File: src/button_event_detector_defines.svh
// Assertion macros for the button event detector.
// Included by the top level; no other dependencies.
`ifndef BUTTON_EVENT_DETECTOR_DEFINES_SVH
`define BUTTON_EVENT_DETECTOR_DEFINES_SVH

`ifndef SYNTHESIS
// Same-cycle implication, checked outside reset
`define BED_ASSERT_IMPL(label, clk, rst, ante, cons) \
  label: assert property (@(posedge clk) disable iff (rst) (ante) |-> (cons)) \
    else $error("button_event_detector: assertion failed");
// Next-cycle implication, checked outside reset
`define BED_ASSERT_NEXT(label, clk, rst, ante, cons) \
  label: assert property (@(posedge clk) disable iff (rst) (ante) |=> (cons)) \
    else $error("button_event_detector: assertion failed");
`else
`define BED_ASSERT_IMPL(label, clk, rst, ante, cons)
`define BED_ASSERT_NEXT(label, clk, rst, ante, cons)
`endif

`endif

File: src/bed_pkg.sv
// Shared types and constants for the button event detector.
// No dependencies; imported by every module of the block.
package bed_pkg;

  localparam int MaxEvents = 6;
  localparam int CountW    = 3;

  localparam logic [15:0] LongPressReset   = 16'd1000;
  localparam logic [15:0] RepeatReset      = 16'd200;
  localparam logic [15:0] DoubleClickReset = 16'd300;

  typedef enum logic [1:0] {
    MODE_IDLE  = 2'd0,
    MODE_PRESS = 2'd1,
    MODE_LONG  = 2'd2
  } mode_t;

  typedef enum logic [3:0] {
    EV_PRESSED  = 4'd0,
    EV_CHANGED  = 4'd1,
    EV_PRESSING = 4'd2,
    EV_LONG     = 4'd3,
    EV_REPEAT   = 4'd4,
    EV_DOUBLE   = 4'd5,
    EV_LONG_REL = 4'd6,
    EV_SHORT    = 4'd7,
    EV_CLICKED  = 4'd8,
    EV_RELEASED = 4'd9
  } event_t;

  typedef enum logic [1:0] {
    CFG_LONG_PRESS   = 2'd0,
    CFG_REPEAT       = 2'd1,
    CFG_DOUBLE_CLICK = 2'd2
  } cfg_index_t;

  typedef struct packed {
    logic        pressed;
    logic [31:0] now_ms;
  } scan_t;

  typedef struct packed {
    logic [3:0]  event_res;
    logic [15:0] click_total;
    logic        last_event;
  } result_t;

  typedef struct packed {
    logic [15:0] long_press_ms;
    logic [15:0] repeat_ms;
    logic [15:0] double_click_ms;
  } det_cfg_t;

  typedef struct packed {
    mode_t       mode;
    logic        long_latched;
    logic [31:0] press_stamp;
    logic [31:0] long_stamp;
    logic [31:0] release_stamp;
    logic [15:0] double_count;
  } det_state_t;

  typedef struct packed {
    logic [CountW-1:0]          count;
    logic [15:0]                click_total;
    event_t [MaxEvents-1:0]     code;
  } ev_list_t;

endpackage

File: src/bed_eval.sv
// Per-scan evaluation: next button state and the ordered event list.
// Depends on bed_pkg.
module bed_eval import bed_pkg::*; (
  input  det_state_t state,
  input  det_cfg_t   cfg,
  input  scan_t      scan,
  output det_state_t state_next,
  output ev_list_t   list
);

  logic        start;
  logic        active;
  logic [31:0] press_eff;
  logic [31:0] since_press;
  logic [31:0] since_long;
  logic [31:0] since_release;
  logic        long_hit;
  logic        repeat_hit;
  logic        double_hit;

  // Elapsed times, wrapping modulo 2^32
  assign start         = scan.pressed && (state.mode == MODE_IDLE);
  assign active        = start || (state.mode != MODE_IDLE);
  assign press_eff     = start ? scan.now_ms : state.press_stamp;
  assign since_press   = scan.now_ms - press_eff;
  assign since_long    = scan.now_ms - state.long_stamp;
  assign since_release = scan.now_ms - state.release_stamp;
  assign long_hit      = since_press >= {16'd0, cfg.long_press_ms};
  assign repeat_hit    = since_long >= {16'd0, cfg.repeat_ms};
  assign double_hit    = since_release < {16'd0, cfg.double_click_ms};

  // Next state
  always_comb begin
    state_next = state;
    if (start) begin
      state_next.mode        = MODE_PRESS;
      state_next.press_stamp = scan.now_ms;
    end
    if (active) begin
      if (scan.pressed) begin
        if (long_hit) begin
          state_next.mode = MODE_LONG;
          if (!state.long_latched) begin
            state_next.long_stamp   = scan.now_ms;
            state_next.long_latched = 1'b1;
          end else if (repeat_hit) begin
            state_next.long_stamp = scan.now_ms;
          end
        end
      end else begin
        state_next.mode          = MODE_IDLE;
        state_next.long_latched  = 1'b0;
        state_next.release_stamp = scan.now_ms;
        if (double_hit) begin
          state_next.double_count = state.double_count + 16'd1;
        end
      end
    end
  end

  // Event list, packed in emission order
  always_comb begin
    logic [CountW-1:0] n;
    n = '0;
    list.code = {MaxEvents{EV_PRESSED}};
    if (start) begin
      list.code[n] = EV_PRESSED;
      n = n + CountW'(1);
      list.code[n] = EV_CHANGED;
      n = n + CountW'(1);
    end
    if (active && scan.pressed) begin
      list.code[n] = EV_PRESSING;
      n = n + CountW'(1);
      if (long_hit && !state.long_latched) begin
        list.code[n] = EV_LONG;
        n = n + CountW'(1);
      end else if (long_hit && repeat_hit) begin
        list.code[n] = EV_REPEAT;
        n = n + CountW'(1);
      end
    end else if (active) begin
      if (double_hit) begin
        list.code[n] = EV_DOUBLE;
        n = n + CountW'(1);
      end
      if (state.long_latched) begin
        list.code[n] = EV_LONG_REL;
        n = n + CountW'(1);
      end
      if (!long_hit) begin
        list.code[n] = EV_SHORT;
        n = n + CountW'(1);
      end
      list.code[n] = EV_CLICKED;
      n = n + CountW'(1);
      list.code[n] = EV_RELEASED;
      n = n + CountW'(1);
      list.code[n] = EV_CHANGED;
      n = n + CountW'(1);
    end
    list.count       = n;
    list.click_total = state_next.double_count;
  end

endmodule

File: src/bed_emit.sv
// Result queue: holds one scan's event list and shifts out one beat a cycle while result_ready is high.
// Depends on bed_pkg.
module bed_emit import bed_pkg::*; (
  input  logic     clk,
  input  logic     rst,
  input  logic     load,
  input  ev_list_t list,
  output logic     free,
  output logic     result_valid,
  input  logic     result_ready,
  output result_t  result
);

  event_t [MaxEvents-1:0] code;
  logic [CountW-1:0]      count;
  logic [15:0]            click;
  logic                   pop;

  assign result_valid = (count != '0);
  assign pop          = result_valid && result_ready;
  assign free         = (count == '0) || ((count == CountW'(1)) && result_ready);

  assign result.event_res   = code[0];
  assign result.click_total = click;
  assign result.last_event  = (count == CountW'(1));

  // Track the number of beats left
  always_ff @(posedge clk) begin
    if (rst) begin
      count <= '0;
    end else if (load) begin
      count <= list.count;
    end else if (pop) begin
      count <= count - CountW'(1);
    end
  end

  // Load a new list or advance to the next beat
  always_ff @(posedge clk) begin
    if (load) begin
      code  <= list.code;
      click <= list.click_total;
    end else if (pop) begin
      for (int i = 0; i < MaxEvents - 1; i++) begin
        code[i] <= code[i+1];
      end
    end
  end

endmodule

File: src/button_event_detector.sv
// Top level of the button event detector: scan register, config, state.
// Depends on bed_pkg, bed_eval, bed_emit and button_event_detector_defines.svh.
//
//   channel  | signals                           | direction
//   ---------+-----------------------------------+----------
//   scan     | scan_valid, scan_ready, scan      | in
//   result   | result_valid, result_ready, result| out
//   config   | cfg_we, cfg_index, cfg_data       | in
//
// A scan waits in the scan register until the result queue is free, then its events
// leave one beat per cycle while result_ready is high: 1 to 6 beats per scan.
// A scan with no events is dropped when it leaves the scan register.
// Reset clears mode, stamps and count and loads the default thresholds.
// A stalled result holds the queue; the scan register then fills and stalls.
`include "button_event_detector_defines.svh"
module button_event_detector import bed_pkg::*; (
  input  logic        clk,
  input  logic        rst,
  input  logic        scan_valid,
  output logic        scan_ready,
  input  scan_t       scan,
  output logic        result_valid,
  input  logic        result_ready,
  output result_t     result,
  input  logic        cfg_we,
  input  logic [1:0]  cfg_index,
  input  logic [15:0] cfg_data
);

  det_cfg_t   cfg;
  det_state_t state;
  det_state_t state_next;
  ev_list_t   list;
  scan_t      scan_q;
  logic       scan_held;
  logic       emit_free;
  logic       fire;

  assign fire       = scan_held && emit_free;
  assign scan_ready = !scan_held || emit_free;

  // Write configuration registers
  always_ff @(posedge clk) begin
    if (rst) begin
      cfg.long_press_ms   <= LongPressReset;
      cfg.repeat_ms       <= RepeatReset;
      cfg.double_click_ms <= DoubleClickReset;
    end else if (cfg_we) begin
      case (cfg_index_t'(cfg_index))
        CFG_LONG_PRESS:   cfg.long_press_ms   <= cfg_data;
        CFG_REPEAT:       cfg.repeat_ms       <= cfg_data;
        CFG_DOUBLE_CLICK: cfg.double_click_ms <= cfg_data;
        default: ;
      endcase
    end
  end

  // Hold the accepted scan until it is evaluated
  always_ff @(posedge clk) begin
    if (rst) begin
      scan_held <= 1'b0;
    end else if (scan_valid && scan_ready) begin
      scan_held <= 1'b1;
    end else if (fire) begin
      scan_held <= 1'b0;
    end
  end

  always_ff @(posedge clk) begin
    if (scan_valid && scan_ready) begin
      scan_q <= scan;
    end
  end

  // Commit button state when a scan is evaluated
  always_ff @(posedge clk) begin
    if (rst) begin
      state.mode          <= MODE_IDLE;
      state.long_latched  <= 1'b0;
      state.press_stamp   <= '0;
      state.long_stamp    <= '0;
      state.release_stamp <= '0;
      state.double_count  <= '0;
    end else if (fire) begin
      state <= state_next;
    end
  end

  bed_eval u_eval (
    .state      (state),
    .cfg        (cfg),
    .scan       (scan_q),
    .state_next (state_next),
    .list       (list)
  );

  bed_emit u_emit (
    .clk          (clk),
    .rst          (rst),
    .load         (fire),
    .list         (list),
    .free         (emit_free),
    .result_valid (result_valid),
    .result_ready (result_ready),
    .result       (result)
  );

  // A latched long press only exists in long-press mode
  `BED_ASSERT_IMPL(a_latch_mode, clk, rst, state.long_latched, state.mode == MODE_LONG)
  // A scan's events leave without a gap
  `BED_ASSERT_NEXT(a_no_gap, clk, rst, result_valid && result_ready && !result.last_event, result_valid)
  // The double-click count moves only when a scan is evaluated
  `BED_ASSERT_NEXT(a_count_hold, clk, rst, !fire, $stable(state.double_count))

endmodule
File: config.mk
export PLATFORM = sky130hd
export DESIGN_NAME = button_event_detector
export DESIGN_NICKNAME = d
export VERILOG_FILES = /design/src/bed_pkg.sv /design/src/bed_eval.sv /design/src/bed_emit.sv /design/src/button_event_detector.sv
export VERILOG_INCLUDE_DIRS = /design/src /design/src/src
export SDC_FILE = /design/constraint.sdc
export NUM_CORES = 1
export LEC_CHECK = 0
export BUFFER_PORTS_ARGS = -buffer_cell sky130_fd_sc_hd__buf_2
export CORE_UTILIZATION = 45
export DETAILED_ROUTE_END_ITERATION = 16
export PLACE_DENSITY_LB_ADDON = 0.1
export SYNTH_ARGS = -nofsm -noshare
export SYNTH_HDL_FRONTEND = slang
export SYNTH_SLANG_ARGS = --single-unit
File: constraint.sdc
create_clock -name clk -period 8.9 [get_ports clk]
set_input_delay 0.89 -clock clk [delete_from_list [all_inputs] [get_ports clk]]
set_output_delay 0.89 -clock clk [all_outputs]
set_load 0.1 [all_outputs]
==> run summary <==
status: completed
total CTS buffers: 28
Async SR Flop Fraction: 0
setup slack of the worst register-to-register path: 0.74 ns
antenna diode instance count: 0
antenna violation net count after detailed routing: 0
Post-Synth XOR/XNOR Area: 0.0478
arithmetic-cell share of the synthesized area counting full adders, half adders and majority gates: 0.113
setup repair after global routing missed its margin: no
most area-hungry cell type in the Yosys netlist: sky130_fd_sc_hd__dfxtp_1
per-cell routed wire length: 17.6 µm
post-route clock period utilization: 0.917
WHS Path Cells: 2
Post-Synthesis Net Count: 2306
maximum single-stage delay on the critical path: 0.48 ns
Final Hold Violating Endpoints: 0
root buffer cell: sky130_fd_sc_hd__clkbuf_16
I/O pin total: 79
biggest area contributors in the synthesized netlist: sky130_fd_sc_hd__dfxtp_1 20%, sky130_fd_sc_hd__edfxtp_1 12%, sky130_fd_sc_hd__ha_1 11%
Avg Vias per Cell: 5.64
post-detailed-routing wire length: 46900 µm
fraction of layout cells with a size suffix above 1: 0.0858
flip-flop and latch count after synthesis: 238
multiplexer share of the synthesized area: 0.0462
critical path arrival: 8.59 ns
share of Yosys cell area claimed by the top area cell type: 0.196
number of antenna violations at the first check in global routing: 0
required time worst endpoint: 9.33 ns
number of design rule violations left after detail routing: 0
pin count of the biggest net entering global routing: 109
P_leak: 7.23 nW
top achievable clock speed: 122 MHz
main flop type after synthesis: sky130_fd_sc_hd__dfxtp_1
Worst Hold Launch: state[41]
number of cell instances on the worst register-to-register path: 37
Slew Limit Headroom: 0.380
library cell appearing most often on the critical path: sky130_fd_sc_hd__a21oi_1
commonest cells after routing, fill and taps aside: 279 x sky130_fd_sc_hd__nand2_1, 197 x sky130_fd_sc_hd__a21oi_1, 189 x sky130_fd_sc_hd__nor2_1, 167 x sky130_fd_sc_hd__dfxtp_1, 161 x sky130_fd_sc_hd__inv_1
count of port buffers added during placement: 78
distinct cell type count of the synthesized netlist: 100
CTS Sinks: 238
number of DRC markers in iteration 0: 878
Yosys warnings: 0
path type of the worst min-delay path: reg2reg
kind of start point of the critical path: flop
Max-cap violations: 0
count of nets after finishing: 2341
most common cell after layout, fill and taps aside: sky130_fd_sc_hd__nand2_1
Layout Utilization: 0.509
Least-Margin Pin Slew: 0.930 ns
setup TNS: 0 ns
final number of max-transition violations: 0
Max Buffers Root-to-Sink: 3
reg2reg start: state[113]
post-layout worst setup margin: 0.736 ns
Critical Path End Type: flop
TritonCTS clock tree: yes
Synth Instances: 2098
via count of the first global-routing pass: 14000
post-synthesis share of cell area spent on and, or, nand and nor gates: 0.198
TritonRoute pass-1 iters: 5
Die Width: 197 µm
beginning of the critical path: state[113]
Clock transition at path regs: 0.07 ns
effective utilization at floorplan: 0.462
Avg Cell Area, Syn: 8.13 µm²
aggregate global-route resource usage: 0.239
Clock H-tree levels: 1
num rows: 70
CP max-delay cell: sky130_fd_sc_hd__or4b_1
growth of design area from synthesis to finish: 10.3%
clock latency at the later pin of the worst-skew pair: 0.58 ns
Vert. Die Dim: 197 µm
via count: 15000
final HPWL from detailed placement: 35300 µm
GR Overflow Total: 0
complex-gate fraction of the synthesized area: 0.216
Crit Path Category: reg2reg
power per cell area: 274 nW/µm²
die area: 38700 µm²
routability cong.: 0.927
post-synthesis instance area: 17100 µm²
standard cell core area: 37000 µm²
Post-synth EDFFs: 71
worst-case vdd ir drop: 0.151 mV
endpoints failing setup: 0
cts-stage hold buffer count: 0
worst clock skew: 0.0315 ns
global-route wire length before repair: 74200 µm
Placement Setup Slack: 0.130 ns
crit path max fanout: 19
final worst path period need: 8.16 ns
largest family of logic cells by synthesized area: compound AO/OA/AOI/OAI gates
part of the Yosys area used for sequential elements: 0.321
## logic make-up (layout without fill, tap and decap cells)
kind of cell	Yosys count	in the layout
xor+xnor	91	91
buf+inv	254	311
compound gates	565	565
simple gates	719	719
mux	78	78
fa+ha+maj	153	153
flops	238	238
## metrics by stage
stage	power [mW]	area [µm²]	hold slack (ns)	std cells
floorplan	3.40	17100	0.432	2098
global placement	3.97	17900	0.442	2606
detailed placement	4.00	17900	0.446	2606
CTS	5.18	18800	0.455	2658
global route	5.54	18800	0.468	2659
finish	5.16	18800	0.453	2659
## critical path, delay by kind of cell, from the launching register on
family	cells	cell delay, ns
multiplexers	2	0.51
adder cells (fa/ha/maj)	3	1.04
flip-flops	1	0.34
AND/OR/NAND/NOR	8	2.00
AO/OA/AOI/OAI	15	2.47
buffers and inverters	5	0.80
XOR/XNOR	4	0.83
## final timing paths
kind / endpoint
worst max-delay path: u_emit.result[18]
worst min-delay path: state[41]
worst max register to register: u_emit.result[18]
worst min register to register: state[41]
## area by class of cell
class	instances	area (µm²)
fillers	3588	18100
inverters	163	612
multi-input cells	1606	10700
clock buffers	32	737
clock inverters	20	170
well taps	504	631
repair buffers	96	536
flip-flops and latches	238	5480
## report_power, final
part | switching [mW] | total, mW | internal [mW]
logic | 1.65 | 2.58 | 0.932
registers | 0.112 | 1.42 | 1.31
clock network | 0.476 | 1.15 | 0.675
total | 2.24 | 5.16 | 2.92
## registers in the layout, summed over array words and instances, names as in the netlist
| name | flops |
|---|---|
| u_emit.code | 18 |
| scan_q | 33 |
| u_emit.count | 3 |
| scan_held | 1 |
| cfg | 48 |
| u_emit.result | 4 |
| u_emit.click | 16 |
| state | 115 |
## what timing repair did
item	4_1_cts	5_1_grt
gates resized for setup	0	8
buffers inserted	0	1
setup endpoints to repair	0	23
endpoints found under the hold margin	0	0
## Yosys cell counts (all sizes together) (5+ instances only)
library cell    n
clkbuf         75
mux2            6
o31ai          10
nor3           43
nand2         280
a221oi         11
inv           163
nand4b          5
and2           11
nand4          20
o21a           14
a21oi         197
a211o          20
or3            11
a211oi         42
and3           14
nand3b          5
dfxtp         167
a21boi          7
nor2b          18
or2             9
edfxtp         71
a2111oi         6
o22ai          13
or4             5
nand2b         33
xnor2          56
mux2i          72
o21bai         18
nor2          191
a21o           40
nor4           12
nor3b           8
o2bb2ai         6
nand3          34
o211ai         12
o21ai          92
buf            16
ha            149
o2111ai         8
and4            6
a31oi          13
xor2           35
## layer usage
metal	share of wire	up-vias	wire, µm	GRT usage
met3	0.042	89	1970	0.0303
met5	0	-	0	0
met1	0.47	7002	21900	0.320
met4	0.039	0	1830	0.0933
met2	0.45	343	21200	0.393
li1	-	7555	-	-
No activity file was read; power rests on OpenSTA's default activity.
